===== config.mk =====
export PLATFORM = sky130hd
export DESIGN_NAME = shot_speed_drop_estimator_top
export DESIGN_NICKNAME = d
export VERILOG_FILES = /design/src/rtl/ssde_pkg.sv /design/src/rtl/ssde_lane.sv /design/src/rtl/ssde_scale.sv /design/src/rtl/shot_speed_drop_estimator_top.sv
export SDC_FILE = /design/constraint.sdc
export NUM_CORES = 2
export LEC_CHECK = 0
export BUFFER_PORTS_ARGS = -buffer_cell sky130_fd_sc_hd__buf_4
export CAP_MARGIN = 20
export CORE_AREA = 2 2 224 226
export DETAILED_ROUTE_END_ITERATION = 12
export DIE_AREA = 0 0 226 228
export PLACE_DENSITY = 0.86
export SLEW_MARGIN = 20
export SYNTH_ARGS = -nofsm -noshare
export SYNTH_HDL_FRONTEND = slang
export SYNTH_SLANG_ARGS = --single-unit

===== constraint.sdc =====
create_clock -name aclk -period 16.5 [get_ports aclk]
set_input_delay 1.65 -clock aclk [delete_from_list [all_inputs] [get_ports aclk]]
set_output_delay 1.65 -clock aclk [all_outputs]
set_load 0.01 [all_outputs]

===== src/rtl/ssde_pkg.sv =====
// Shared types and constants of the shot speed drop estimator.
package ssde_pkg;

    localparam int START_MIN_W = 17;
    localparam int CFG_W       = 16;
    localparam int SHOT_W      = 16;
    localparam int CFG_DATA_W  = 17;
    localparam int CFG_IDX_W   = 2;

    localparam logic [CFG_IDX_W-1:0] REG_START_SUM_MIN = 2'd0;
    localparam logic [CFG_IDX_W-1:0] REG_TRIGGER_DROP  = 2'd1;
    localparam logic [CFG_IDX_W-1:0] REG_WINDOW_TICKS  = 2'd2;
    localparam logic [CFG_IDX_W-1:0] REG_DROP_GAIN     = 2'd3;

    localparam logic [START_MIN_W-1:0] START_SUM_MIN_RST = 17'd0;
    localparam logic [CFG_W-1:0]       TRIGGER_DROP_RST  = 16'd100;
    localparam logic [CFG_W-1:0]       WINDOW_TICKS_RST  = 16'd10;
    localparam logic [CFG_W-1:0]       DROP_GAIN_RST     = 16'd0;
    localparam logic [CFG_W-1:0]       ONE_TICK          = 16'd1;

    // Half of one Q16 unit, added before the shift for round-half-up.
    localparam logic [16:0]         ROUND_HALF = 17'd32768;
    localparam logic [SHOT_W-1:0]   SHOT_MAX   = 16'hFFFF;

    // Per-transaction control that the window logic hands to each wheel lane.
    typedef struct packed {
        logic accept;
        logic running;
        logic was_running;
        logic arm;
        logic track;
    } lane_ctrl_t;

    // Flags that travel with a transaction through the scaling pipeline.
    typedef struct packed {
        logic done;
        logic open;
    } pipe_flags_t;

endpackage


===== src/rtl/ssde_lane.sv =====
// One wheel lane: previous speed, drop detection and running minimum.
module ssde_lane #(
    parameter int SPEED_BITS = 16
) (
    input  logic                         aclk,
    input  ssde_pkg::lane_ctrl_t         ctrl,
    input  logic signed [SPEED_BITS-1:0] cur_speed,
    input  logic [ssde_pkg::CFG_W-1:0]   trigger_drop,
    output logic signed [SPEED_BITS-1:0] last_eff,
    output logic                         fell,
    output logic signed [SPEED_BITS-1:0] min_next
);

    localparam int TW = (SPEED_BITS + 1 > ssde_pkg::CFG_W + 1) ?
                        SPEED_BITS + 1 : ssde_pkg::CFG_W + 1;

    logic signed [SPEED_BITS-1:0] last_speed_reg;
    logic signed [SPEED_BITS-1:0] min_speed_reg;
    logic signed [SPEED_BITS-1:0] min_cand;
    logic signed [TW-1:0]         diff_w;
    logic signed [TW-1:0]         trig_w;

    // On the first running tick the history is taken from the current speed.
    assign last_eff = ctrl.was_running ? last_speed_reg : cur_speed;
    assign diff_w   = TW'(last_eff) - TW'(cur_speed);
    assign trig_w   = TW'({1'b0, trigger_drop});
    assign fell     = (diff_w >= trig_w);

    assign min_cand = ctrl.arm ? cur_speed : min_speed_reg;
    assign min_next = (cur_speed < min_cand) ? cur_speed : min_cand;

    always_ff @(posedge aclk) begin
        if (ctrl.accept && ctrl.running) begin
            last_speed_reg <= cur_speed;
            if (ctrl.track) begin
                min_speed_reg <= min_next;
            end
        end
    end

endmodule


===== src/rtl/ssde_scale.sv =====
// Pipeline that turns a closed window's speed drop into the held estimate.
module ssde_scale #(
    parameter int SPEED_BITS = 16
) (
    input  logic                            aclk,
    input  logic                            aresetn,
    input  logic                            s_valid,
    output logic                            s_ready,
    input  ssde_pkg::pipe_flags_t           s_flags,
    input  logic signed [SPEED_BITS-1:0]    s_min_a,
    input  logic signed [SPEED_BITS-1:0]    s_min_b,
    input  logic signed [SPEED_BITS-1:0]    s_min_c,
    input  logic signed [SPEED_BITS+1:0]    s_start_sum,
    input  logic [ssde_pkg::CFG_W-1:0]      drop_gain,
    output logic                            m_valid,
    input  logic                            m_ready,
    output ssde_pkg::pipe_flags_t           m_flags,
    output logic [ssde_pkg::SHOT_W-1:0]     m_shot_speed
);

    localparam int DW  = SPEED_BITS + 2;
    localparam int DFW = SPEED_BITS + 3;
    localparam int PW  = DW + ssde_pkg::CFG_W;
    localparam int EW  = (DW + 1 > 17) ? DW + 1 : 17;

    // Stage 1: captured minima and start sum.
    logic                         p1_valid_reg;
    ssde_pkg::pipe_flags_t        p1_flags_reg;
    logic signed [SPEED_BITS-1:0] p1_min_a_reg, p1_min_b_reg, p1_min_c_reg;
    logic signed [DW-1:0]         p1_start_reg;
    // Stage 2: clamped drop.
    logic                         p2_valid_reg;
    ssde_pkg::pipe_flags_t        p2_flags_reg;
    logic [DW-1:0]                p2_drop_reg;
    // Stage 3: product with the gain.
    logic                         p3_valid_reg;
    ssde_pkg::pipe_flags_t        p3_flags_reg;
    logic [PW-1:0]                p3_prod_reg;
    // Output stage.
    logic                         out_valid_reg;
    ssde_pkg::pipe_flags_t        out_flags_reg;
    logic [ssde_pkg::SHOT_W-1:0]  held_estimate_reg;
    logic [ssde_pkg::SHOT_W-1:0]  held_estimate_next;

    logic p1_ready, p2_ready, p3_ready, out_ready;

    logic signed [DFW-1:0]        drop_full;
    logic [DW-1:0]                drop_clamped;
    logic [PW:0]                  rounded;
    logic [EW-1:0]                scaled_ext;
    logic [ssde_pkg::SHOT_W-1:0]  sat_value;

    assign out_ready = !out_valid_reg || m_ready;
    assign p3_ready  = !p3_valid_reg || out_ready;
    assign p2_ready  = !p2_valid_reg || p3_ready;
    assign p1_ready  = !p1_valid_reg || p2_ready;
    assign s_ready   = p1_ready;

    assign drop_full = DFW'(p1_start_reg) - DFW'(p1_min_a_reg)
                     - DFW'(p1_min_b_reg) - DFW'(p1_min_c_reg);
    assign drop_clamped = drop_full[DFW-1] ? '0 : drop_full[DW-1:0];

    assign rounded    = (PW+1)'(p3_prod_reg) + (PW+1)'(ssde_pkg::ROUND_HALF);
    assign scaled_ext = EW'(rounded[PW:16]);
    assign sat_value  = (|scaled_ext[EW-1:16]) ? ssde_pkg::SHOT_MAX : scaled_ext[15:0];

    assign held_estimate_next = p3_flags_reg.done ? sat_value : held_estimate_reg;

    always_ff @(posedge aclk) begin
        if (!aresetn) begin
            p1_valid_reg      <= 1'b0;
            p2_valid_reg      <= 1'b0;
            p3_valid_reg      <= 1'b0;
            out_valid_reg     <= 1'b0;
            held_estimate_reg <= '0;
        end else begin
            if (p1_ready) begin
                p1_valid_reg <= s_valid;
            end
            if (p2_ready) begin
                p2_valid_reg <= p1_valid_reg;
            end
            if (p3_ready) begin
                p3_valid_reg <= p2_valid_reg;
            end
            if (out_ready) begin
                out_valid_reg <= p3_valid_reg;
                if (p3_valid_reg) begin
                    held_estimate_reg <= held_estimate_next;
                end
            end
        end
    end

    always_ff @(posedge aclk) begin
        if (p1_ready) begin
            p1_flags_reg <= s_flags;
            p1_min_a_reg <= s_min_a;
            p1_min_b_reg <= s_min_b;
            p1_min_c_reg <= s_min_c;
            p1_start_reg <= s_start_sum;
        end
        if (p2_ready) begin
            p2_flags_reg <= p1_flags_reg;
            p2_drop_reg  <= drop_clamped;
        end
        if (p3_ready) begin
            p3_flags_reg <= p2_flags_reg;
            p3_prod_reg  <= PW'(p2_drop_reg) * PW'(drop_gain);
        end
        if (out_ready) begin
            out_flags_reg <= p3_flags_reg;
        end
    end

    assign m_valid      = out_valid_reg;
    assign m_flags      = out_flags_reg;
    assign m_shot_speed = held_estimate_reg;

endmodule


===== src/rtl/shot_speed_drop_estimator_top.sv =====
// Throughput: one transaction per cycle; the window state is updated in the
// accept cycle, and the drop, gain multiply and saturation follow in a
// 4-stage pipeline that stalls only when the result side holds back ready.
// Reset (aresetn low, synchronous) clears the window, history and estimate and
// loads the register defaults; the block accepts transactions right after it.
module shot_speed_drop_estimator_top #(
    parameter int SPEED_BITS = 16
) (
    input  logic                                  aclk,
    input  logic                                  aresetn,
    // Configuration write port.
    input  logic                                  cfg_wr_en,
    input  logic [ssde_pkg::CFG_IDX_W-1:0]        cfg_index,
    input  logic [ssde_pkg::CFG_DATA_W-1:0]       cfg_wdata,
    // Input channel.
    input  logic                                  s_valid,
    output logic                                  s_ready,
    input  logic                                  s_running,
    input  logic signed [SPEED_BITS-1:0]          s_speed_a,
    input  logic signed [SPEED_BITS-1:0]          s_speed_b,
    input  logic signed [SPEED_BITS-1:0]          s_speed_c,
    // Result channel.
    output logic                                  m_valid,
    input  logic                                  m_ready,
    output logic                                  m_estimate_done,
    output logic [ssde_pkg::SHOT_W-1:0]           m_shot_speed,
    output logic                                  m_window_open
);

    // Width that holds the sum of three speeds as well as the 17-bit threshold.
    localparam int SW = SPEED_BITS + 2;
    localparam int CW = (SW > ssde_pkg::START_MIN_W + 1) ? SW : ssde_pkg::START_MIN_W + 1;

    // Configuration registers.
    logic [ssde_pkg::START_MIN_W-1:0] start_sum_min_reg;
    logic [ssde_pkg::CFG_W-1:0]       trigger_drop_reg;
    logic [ssde_pkg::CFG_W-1:0]       window_ticks_reg;
    logic [ssde_pkg::CFG_W-1:0]       drop_gain_reg;

    // Window state.
    logic                     was_running_reg, was_running_next;
    logic                     window_active_reg, window_active_next;
    logic [ssde_pkg::CFG_W-1:0] ticks_left_reg, ticks_left_next;
    logic signed [SW-1:0]     start_sum_reg, start_sum_next;

    logic                     accept;
    logic                     arm;
    logic                     active_eff;
    logic                     close;
    logic                     done;
    logic [ssde_pkg::CFG_W-1:0] ticks_eff;
    logic [ssde_pkg::CFG_W-1:0] ticks_dec;
    logic signed [CW-1:0]     prev_sum;
    logic signed [CW-1:0]     sum_min_w;
    ssde_pkg::lane_ctrl_t     lane_ctrl;
    ssde_pkg::pipe_flags_t    pipe_flags;
    ssde_pkg::pipe_flags_t    out_flags;

    logic signed [SPEED_BITS-1:0] last_a, last_b, last_c;
    logic signed [SPEED_BITS-1:0] min_a, min_b, min_c;
    logic                         fell_a, fell_b, fell_c;

    assign accept = s_valid && s_ready;

    // Configuration writes must arrive only while idle; the block does not check.
    always_ff @(posedge aclk) begin
        if (!aresetn) begin
            start_sum_min_reg <= ssde_pkg::START_SUM_MIN_RST;
            trigger_drop_reg  <= ssde_pkg::TRIGGER_DROP_RST;
            window_ticks_reg  <= ssde_pkg::WINDOW_TICKS_RST;
            drop_gain_reg     <= ssde_pkg::DROP_GAIN_RST;
        end else if (cfg_wr_en) begin
            case (cfg_index)
                ssde_pkg::REG_START_SUM_MIN: start_sum_min_reg <= cfg_wdata;
                ssde_pkg::REG_TRIGGER_DROP:  trigger_drop_reg  <= cfg_wdata[ssde_pkg::CFG_W-1:0];
                ssde_pkg::REG_WINDOW_TICKS:  window_ticks_reg  <= cfg_wdata[ssde_pkg::CFG_W-1:0];
                ssde_pkg::REG_DROP_GAIN:     drop_gain_reg     <= cfg_wdata[ssde_pkg::CFG_W-1:0];
                default: begin
                end
            endcase
        end
    end

    // Three wheel lanes work side by side; the logic below merges their flags
    // and speeds into one window decision.
    assign lane_ctrl.accept      = accept;
    assign lane_ctrl.running     = s_running;
    assign lane_ctrl.was_running = was_running_reg;
    assign lane_ctrl.arm         = arm;
    assign lane_ctrl.track       = active_eff;

    ssde_lane #(.SPEED_BITS(SPEED_BITS)) u_lane_a (
        .aclk(aclk), .ctrl(lane_ctrl), .cur_speed(s_speed_a),
        .trigger_drop(trigger_drop_reg), .last_eff(last_a), .fell(fell_a), .min_next(min_a)
    );
    ssde_lane #(.SPEED_BITS(SPEED_BITS)) u_lane_b (
        .aclk(aclk), .ctrl(lane_ctrl), .cur_speed(s_speed_b),
        .trigger_drop(trigger_drop_reg), .last_eff(last_b), .fell(fell_b), .min_next(min_b)
    );
    ssde_lane #(.SPEED_BITS(SPEED_BITS)) u_lane_c (
        .aclk(aclk), .ctrl(lane_ctrl), .cur_speed(s_speed_c),
        .trigger_drop(trigger_drop_reg), .last_eff(last_c), .fell(fell_c), .min_next(min_c)
    );

    // The previous-speed sum must reach the threshold; a negative sum never does.
    assign prev_sum  = CW'(last_a) + CW'(last_b) + CW'(last_c);
    assign sum_min_w = CW'({1'b0, start_sum_min_reg});

    assign arm = s_running && !window_active_reg && (prev_sum >= sum_min_w)
               && (fell_a || fell_b || fell_c);
    assign active_eff = s_running && (window_active_reg || arm);

    // A zero window length behaves as one tick.
    assign ticks_eff = arm ? ((window_ticks_reg == '0) ? ssde_pkg::ONE_TICK : window_ticks_reg)
                           : ticks_left_reg;
    assign ticks_dec = (ticks_eff != '0) ? ticks_eff - ssde_pkg::ONE_TICK : '0;
    assign close     = (ticks_dec == '0);
    assign done      = active_eff && close;

    always_comb begin
        was_running_next   = s_running;
        start_sum_next     = arm ? prev_sum[SW-1:0] : start_sum_reg;
        if (!s_running) begin
            window_active_next = 1'b0;
            ticks_left_next    = '0;
        end else if (active_eff) begin
            window_active_next = !close;
            ticks_left_next    = ticks_dec;
        end else begin
            window_active_next = 1'b0;
            ticks_left_next    = ticks_left_reg;
        end
    end

    always_ff @(posedge aclk) begin
        if (!aresetn) begin
            was_running_reg   <= 1'b0;
            window_active_reg <= 1'b0;
            ticks_left_reg    <= '0;
            start_sum_reg     <= '0;
        end else if (accept) begin
            was_running_reg   <= was_running_next;
            window_active_reg <= window_active_next;
            ticks_left_reg    <= ticks_left_next;
            start_sum_reg     <= start_sum_next;
        end
    end

    // The window outcome of each transaction enters the scaling pipeline, which
    // also holds the estimate between windows and parts input from output.
    assign pipe_flags.done = done;
    assign pipe_flags.open = window_active_next;

    ssde_scale #(.SPEED_BITS(SPEED_BITS)) u_scale (
        .aclk(aclk),
        .aresetn(aresetn),
        .s_valid(s_valid),
        .s_ready(s_ready),
        .s_flags(pipe_flags),
        .s_min_a(min_a),
        .s_min_b(min_b),
        .s_min_c(min_c),
        .s_start_sum(start_sum_next),
        .drop_gain(drop_gain_reg),
        .m_valid(m_valid),
        .m_ready(m_ready),
        .m_flags(out_flags),
        .m_shot_speed(m_shot_speed)
    );

    assign m_estimate_done = out_flags.done;
    assign m_window_open   = out_flags.open;

    // A finished window is never reported as still open.
    assert property (@(posedge aclk) disable iff (!aresetn)
        m_valid && m_estimate_done |-> !m_window_open)
        else $error("estimate reported done while window still open");

    // An open window always has ticks left to count.
    assert property (@(posedge aclk) disable iff (!aresetn)
        window_active_reg |-> (ticks_left_reg != '0))
        else $error("window open with no ticks left");

    // A window can only be open while the wheels are running.
    assert property (@(posedge aclk) disable iff (!aresetn)
        window_active_reg |-> was_running_reg)
        else $error("window open outside run");

    // A transaction without run closes the window and clears the run history.
    assert property (@(posedge aclk) disable iff (!aresetn)
        accept && !s_running |=> !window_active_reg && !was_running_reg
                                 && (ticks_left_reg == '0))
        else $error("stop transaction did not close the window");

endmodule


### Yosys cells after proc, flatten, opt, wreduce, memory -nomap -nowiden

Cells that the tools add are included.

| word-level totals | value |
|---|---|
| logic and storage cells | 105 |
| bits in registers | 343 |
| input bits | 73 |
| output and inout bits | 20 |

| operators by class | value |
|---|---|
| $lt $le $gt $ge | 7 |
| $mul | 1 |
| equality and inequality tests | 4 |
| reductions and logical operators | 32 |
| add/sub/neg operators | 10 |
| muxes and demuxes | 18 |

Operators by type and width:

| operator | count |
|---|---|
| $mux 16 | 15 |
| $ge 17x17->1 | 3 |
| $sub 16x16->17 | 3 |
| $lt 16x16->1 | 3 |
| $sub 19x16->19 | 2 |
| $add 34x16->35 const B | 1 |
| $mul 18x16->34 | 1 |
| $logic_not 16->1 | 2 |
| $sub 18x16->19 | 1 |
| $add 17x16->18 | 1 |
| $ge 18x18->1 | 1 |
| $mux 18 | 1 |
| $add 16x16->17 | 1 |
| $reduce_bool 16->1 | 1 |
| $sub 16x1->16 const B | 1 |
| $reduce_and 2->1 | 6 |
| $logic_and 1x1->1 | 7 |
| $logic_or 1x1->1 | 7 |
| $logic_not 1->1 | 6 |
| $eq 2x2->1 const B | 2 |
| $reduce_and 3->1 | 1 |
| $reduce_or 3->1 | 1 |
| $eq 2x1->1 const B | 1 |
| $logic_not 2->1 | 1 |
| other kinds (2) | 3 |

### Longest topological paths before layout

| depth | value |
|---|---|
| depth in word-level cells | 13 |
| mapped depth | 40 |
| mapped depth without buffers | 36 |

### Cells and area by module

A second synthesis with hierarchy kept.

| unflattened totals | value |
|---|---|
| cell total of the unflattened synthesis | 3,265 |
| area total of the unflattened synthesis | 30,598.1 um2 |

Modules (own cells, without submodules):

| module | cells an instance | times used | area each (um2) |
|---|---|---|---|
| ssde_scale | 1,477 | 1 | 15,305.9 |
| ssde_lane | 329 | 3 | 2,954.1 |
| shot_speed_drop_estimator_top | 801 | 1 | 6,429.9 |

### Worst setup path after synthesis

OpenSTA, ideal clock, no wires.

| timing path | value |
|---|---|
| path type | in2reg |
| start | input s_speed_b[2] |
| end | register u_scale.p1_flags_reg[0] (netlist name), data pin |
| path slack | 7.259 ns |
| arrival time | 8.986 ns |
| stages on the path | 35 |
| buffers on the path | 3 |
| required time | 16.246 ns |
| cells stage by stage | inv_1 > o21ai_0 > fa_1 > ha_1 > a21o_1 > a21oi_1 > o21bai_1 > a211o_1 > nand3_1 > nand3_1 > o41ai_1 > o21ai_0 > a211oi_1 > ha_1 > o21ai_0 > nand2b_1 > a21oi_1 > or4_1 > a211oi_1 > o21a_1 > buf_2 > buf_1 > buf_2 > mux2i_1 > ha_1 > nand2b_1 > nor4_1 > nand2_1 > or3_1 > nor3_1 > xnor2_1 > mux2i_1 > a21o_1 > o221a_1 > o21ba_1 |

| on the way | value |
|---|---|
| cells in the longest elaborated chain, start to end | 13 |
| elaborated cells between the ends (all ways) | 20 |

Ends and longest elaborated chain:

| element | line | RTL |
|---|---|---|
| start: declaration | shot_speed_drop_estimator_top.sv:20 | `input logic signed [SPEED_BITS-1:0] s_speed_b,` |
| $mux 16 | ssde_lane.sv:24 | `assign last_eff = ctrl.was_running ? last_speed_reg : cur_speed;` |
| $add 16x16->17 or $sub 16x16->17 (tied branches) | shot_speed_drop_estimator_top.sv:106, ssde_lane.sv:25 |  |
| $add 17x16->18 or $ge 17x17->1 (tied branches) | shot_speed_drop_estimator_top.sv:106, ssde_lane.sv:27 |  |
| $ge 18x18->1 or $logic_or 1x1->1 (tied branches) | shot_speed_drop_estimator_top.sv:109, shot_speed_drop_estimator_top.sv:110 |  |
| $logic_and 1x1->1 or $logic_or 1x1->1 (tied branches) | shot_speed_drop_estimator_top.sv:109, shot_speed_drop_estimator_top.sv:110 |  |
| $logic_and 1x1->1 * | shot_speed_drop_estimator_top.sv:110 | `&& (fell_a \|\| fell_b \|\| fell_c);` |
| $mux 16 | shot_speed_drop_estimator_top.sv:114 | `assign ticks_eff = arm ? ((window_ticks_reg == '0) ? ssde_pkg::ONE_TICK : window_ticks_reg)` |
| $sub 16x1->16 or $reduce_bool 16->1 (tied branches) | shot_speed_drop_estimator_top.sv:116 | `assign ticks_dec = (ticks_eff != '0) ? ticks_eff - ssde_pkg::ONE_TICK : '0;` |
| $mux 16 | shot_speed_drop_estimator_top.sv:116 |  |
| $logic_not 16->1 | shot_speed_drop_estimator_top.sv:117 | `assign close = (ticks_dec == '0);` |
| $logic_not 1->1 | shot_speed_drop_estimator_top.sv:127 | `window_active_next = !close;` |
| $mux 1 * | shot_speed_drop_estimator_top.sv:126 | `end else if (active_eff) begin` |
| $mux 1 * | shot_speed_drop_estimator_top.sv:123 | `if (!s_running) begin` |
| via window_active_next | shot_speed_drop_estimator_top.sv:42 | `logic window_active_reg, window_active_next;` |
| end signal: assignment | ssde_scale.sv:97 | `p1_flags_reg <= s_flags;` |
| end: declaration | ssde_scale.sv:28 | `ssde_pkg::pipe_flags_t p1_flags_reg;` |

Mark *: on every way through the listed nets, which the timed path passes. The rest lies on a longest branch.
A chain may end at the register's enable or synchronous reset.

### Worst setup path after layout

| timing path | value |
|---|---|
| start | input s_speed_a[2] |
| end | register u_scale.p1_min_a_reg[0], data pin |

| on the way | value |
|---|---|
| cells in the longest elaborated chain, start to end | 9 |
| elaborated cells between the ends (all ways) | 13 |

Ends and longest elaborated chain:

| element | line | RTL |
|---|---|---|
| start: declaration | shot_speed_drop_estimator_top.sv:19 | `input logic signed [SPEED_BITS-1:0] s_speed_a,` |
| $mux 16 | ssde_lane.sv:24 |  |
| $add 16x16->17 or $sub 16x16->17 (tied branches) | shot_speed_drop_estimator_top.sv:106, ssde_lane.sv:25 |  |
| $add 17x16->18 or $ge 17x17->1 (tied branches) | shot_speed_drop_estimator_top.sv:106, ssde_lane.sv:27 |  |
| $ge 18x18->1 or $logic_or 1x1->1 (tied branches) | shot_speed_drop_estimator_top.sv:109, shot_speed_drop_estimator_top.sv:110 |  |
| $logic_and 1x1->1 or $logic_or 1x1->1 (tied branches) | shot_speed_drop_estimator_top.sv:109, shot_speed_drop_estimator_top.sv:110 |  |
| $logic_and 1x1->1 | shot_speed_drop_estimator_top.sv:110 |  |
| $mux 16 | ssde_lane.sv:29 | `assign min_cand = ctrl.arm ? cur_speed : min_speed_reg;` |
| $lt 16x16->1 | ssde_lane.sv:30 | `assign min_next = (cur_speed < min_cand) ? cur_speed : min_cand;` |
| $mux 16 * | ssde_lane.sv:30 |  |
| via min_a[0] | shot_speed_drop_estimator_top.sv:60 | `logic signed [SPEED_BITS-1:0] min_a, min_b, min_c;` |
| end signal: assignment | ssde_scale.sv:98 | `p1_min_a_reg <= s_min_a;` |
| end: declaration | ssde_scale.sv:29 | `logic signed [SPEED_BITS-1:0] p1_min_a_reg, p1_min_b_reg, p1_min_c_reg;` |

Marked as above.

==> summary.txt <==
Clock network
  – Hold_buf cts: 0
  – Clock H-tree levels: 2
  – CTS sink count: 328
  – CTS resizes: 0
  – TritonCTS clock tree: done
  – CTS buffer count: 36
  – Worst skew pair latency: 0.55 ns
  – Clock transition at path regs: 0.06 ns
  – Root Driver: clkbuf_16
  – Post-CTS setup buffer count: 0
  – Clk buf depth: 3

Floorplan
  – Top Ports: 93
  – Initial core utilization: 59.22%
  – Die area: 51530 sq um
  – Die H: 228 um
  – Core area: 49350 sq um
  – Rows: 82
  – Die width: 226 um

Finish
  – Layout cells sized above 1: 7.202%
  – Largest register FFs: 19
  – Area grow syn2layout: 8.742%
  – Ant diodes: 0
  – Post-layout util: 64.40%
  – Number of fill cells: 3728
  – Fin area: 31780 sq um
  – Count of nets after finishing: 3784

STA
  – Period utilisation layout: 63.50%
  – Worst hold margin: 0.4189 ns
  – Final min period: 10.48 ns
  – Max-slew violations: 0
  – RSZ-0062 raised after global routing: no
  – Worst Max-Slew Pin Slew: 1.105 ns
  – Fmax: 95.44 MHz
  – Setup Skew: 0.02420 ns
  – Hold Vio Cnt, Final: 0
  – Worst slew margin: 26.09%
  – Setup Total Neg Slack: 0 ns
  – # setup viols final: 0

GRT
  – Congestion Overflow GR: 0
  – Number of global-route vias before repair: 22780
  – Pin count of the biggest net entering global routing: 98
  – Antenna violations before repair: 0
  – GRT Total Usage: 28.90%
  – Global-route wire length before repair: 117.6 mm

Setup path
  – Crit end category: flip-flop
  – R2R depth: 33
  – CP top delay family: compound AO/OA/AOI/OAI gates
  – CP Buf/Inv Count: 4
  – Crit path depth: 35
  – Critical Path Start Type: input port
  – Worst reg2reg startpoint: was_running_reg$_SDFFE_PN0P_
  – CP most frequent cell: a21o_1
  – R2r setup slk: 6.17 ns
  – Setup Crit Path Kind: input port to flip-flop
  – Critical path fanouts, max: 45
  – CP required: 16.80 ns
  – CP Launch Point: s_speed_a[2]
  – Crit path capture: u_scale.p1_min_a_reg[0]$_DFFE_PN_
  – Worst Path Arrival: 10.77 ns
  – Crit Reg-Reg Endpoint: u_scale.p1_min_a_reg[0]$_DFFE_PN_
  – CP max stage cell: a41oi_2
  – CP peak stage delay: 0.75 ns

Synth
  – Syn Inst Count: 3107
  – Most common cell in the netlist: nand2_1
  – FFs w/ async S/R, synth: 0%
  – Post-synth top cells: nand2_1, inv_1, ha_1
  – Main flop type after synthesis: edfxtp_1
  – Syn nets: 3753
  – Ranking of synthesized cells by area: edfxtp_1, fa_1, ha_1, dfxtp_1, nand2_1
  – Synthesized area: 29220 sq um
  – Sequential share of the synthesized area: 29.56%
  – Mapped Avg Cell Area: 9.406 sq um
  – Distinct cells, synth: 73
  – Area share of the largest cell type after synthesis: 21.27%
  – Synth area leader: edfxtp_1
  – Count of warnings emitted by yosys: 0
  – Seq cells post-synth: 328
  – EDFF count, synth: 207

Worst hold path
  – Hold crit path type: flip-flop to flip-flop

Placement
  – Placed cell area: 30460 sq um
  – DPL Wire Length: 56.10 mm
  – I/O Buffers: 92
  – Gpl congestion: 0.9262

Detailed routing
  – Drt initial violations: 2002
  – Drt first pass iters: 6
  – Vias per inst: 5.869
  – DRC: 0
  – Via count: 22530
  – DRT Wirelength: 73.59 mm
  – ANT nets after route: 0
  – Routed wire length per instance: 19.17 um

Power and ir drop
  – Peak VDD IR: 0.1653 mV
  – Leak: 14.16 nW
  – PwrDens: 164.2 nW/um^2

Outcome
  – Status: finished clean

Run
  – Max cap viols: 0
==> how the worst min path moves through the flow <==
| stage | startpoint | cells after the start | end | slack [ns] |
|---|---|---|---|---|
| finish | u_scale.p1_flags_reg[1]$_DFFE_PN_ | 0 | u_scale.p2_flags_reg[1]$_DFFE_PP_ | 0.42 |
| global route | u_scale.p1_flags_reg[1]$_DFFE_PN_ | 0 | u_scale.p2_flags_reg[1]$_DFFE_PP_ | 0.42 |
| CTS | u_scale.p1_flags_reg[1]$_DFFE_PN_ | 0 | u_scale.p2_flags_reg[1]$_DFFE_PP_ | 0.42 |
| detailed placement | u_scale.p1_flags_reg[1]$_DFFE_PN_ | 0 | u_scale.p2_flags_reg[1]$_DFFE_PP_ | 0.40 |
| global placement | u_scale.p1_flags_reg[0]$_DFFE_PN_ | 0 | u_scale.p2_flags_reg[0]$_DFFE_PP_ | 0.40 |
| floorplan | u_scale.p3_flags_reg[0]$_DFFE_PP_ | 0 | u_scale.m_flags[0]$_DFFE_PN_ | 0.40 |
==> layout by cell type, fill, tap and decap left out, drive strengths merged, types with 11 or more instances in the layout <==
master / count
nand2: 461
inv: 424
ha: 298
fa: 275
edfxtp: 207
a21oi: 196
nor2: 176
o21ai: 141
dfxtp: 121
buf: 109
and2: 103
xnor2: 87
mux2i: 59
clkbuf: 55
nor3: 42
xor2: 32
nand3: 31
and3: 29
a21o: 27
a31oi: 26
nor2b: 25
nand2b: 19
mux2: 19
nand4: 18
o21a: 18
a211oi: 14
a22oi: 13
a21boi: 11
o21bai: 11
nor4: 11
==> kinds of logic (layout without fill, tap and decap cells) <==
kind of cell / after synthesis / in the layout / synth area share (%)
and+or+nand+nor: 953 / 953 / 14.89
AOI/OAI and AO/OA: 519 / 519 / 10.67
muxes: 78 / 78 / 2.753
adders and majority gates: 573 / 573 / 31.60
xor gates and xnor gates: 119 / 119 / 3.566
DFF: 328 / 328 / 29.56
buffers and inverters: 537 / 596 / 6.970
==> metal layers <==
layer,vias to the layer above,part of all wire [%],global-route usage (%)
li1,10400,-,-
met1,10850,40,37.39
met2,1057,48,48.04
met3,222,7.6,4.147
met4,0,4.8,13.31
met5,-,0,0
==> power breakdown <==
part	switching [W]	internal, W
Combinational	0.00174	0.00123
Sequential	0.000189	0.00120
Clock	0.000349	0.000515
Total	0.00228	0.00294
==> worst reg2reg max path: cells and delay by family, from the launching register on <==
family                   cells  cell delay, ns
XOR/XNOR                     1            0.21
AND/OR/NAND/NOR              7            0.92
AO/OA/AOI/OAI               16            4.82
buffers and inverters        3            1.44
multiplexers                 2            0.65
adder cells (fa/ha/maj)      4            1.43
flip-flops                   1            0.62
==> layout make-up <==
| class | count | area (sq um) | area share, % |
|---|---|---|---|
| Clock buffer | 55 | 1220 | 3.839 |
| Clock inverter | 11 | 82.58 | 0.2599 |
| Inverter | 420 | 1577 | 4.961 |
| Multi-Input combinational cell | 2242 | 18590 | 58.49 |
| Sequential cell | 328 | 8640 | 27.19 |
| Tap cell | 672 | 840.8 | 2.646 |
| Timing Repair Buffer | 110 | 830.8 | 2.614 |
==> through the flow <==
| step | power [W] | worst slack (ns) | instances |
|---|---|---|---|
| 2_1_floorplan | 0.003475 | 7.259 | 3107 |
| 3_3_place_gp | 0.004170 | 5.957 | 3771 |
| 3_5_place_dp | 0.004276 | 5.703 | 3771 |
| 4_1_cts | 0.005161 | 6.204 | 3837 |
| 5_1_grt | 0.005591 | 5.530 | 3838 |
| 6_report | 0.005220 | 6.022 | 3838 |
No activity file was read; power rests on OpenSTA's default activity.
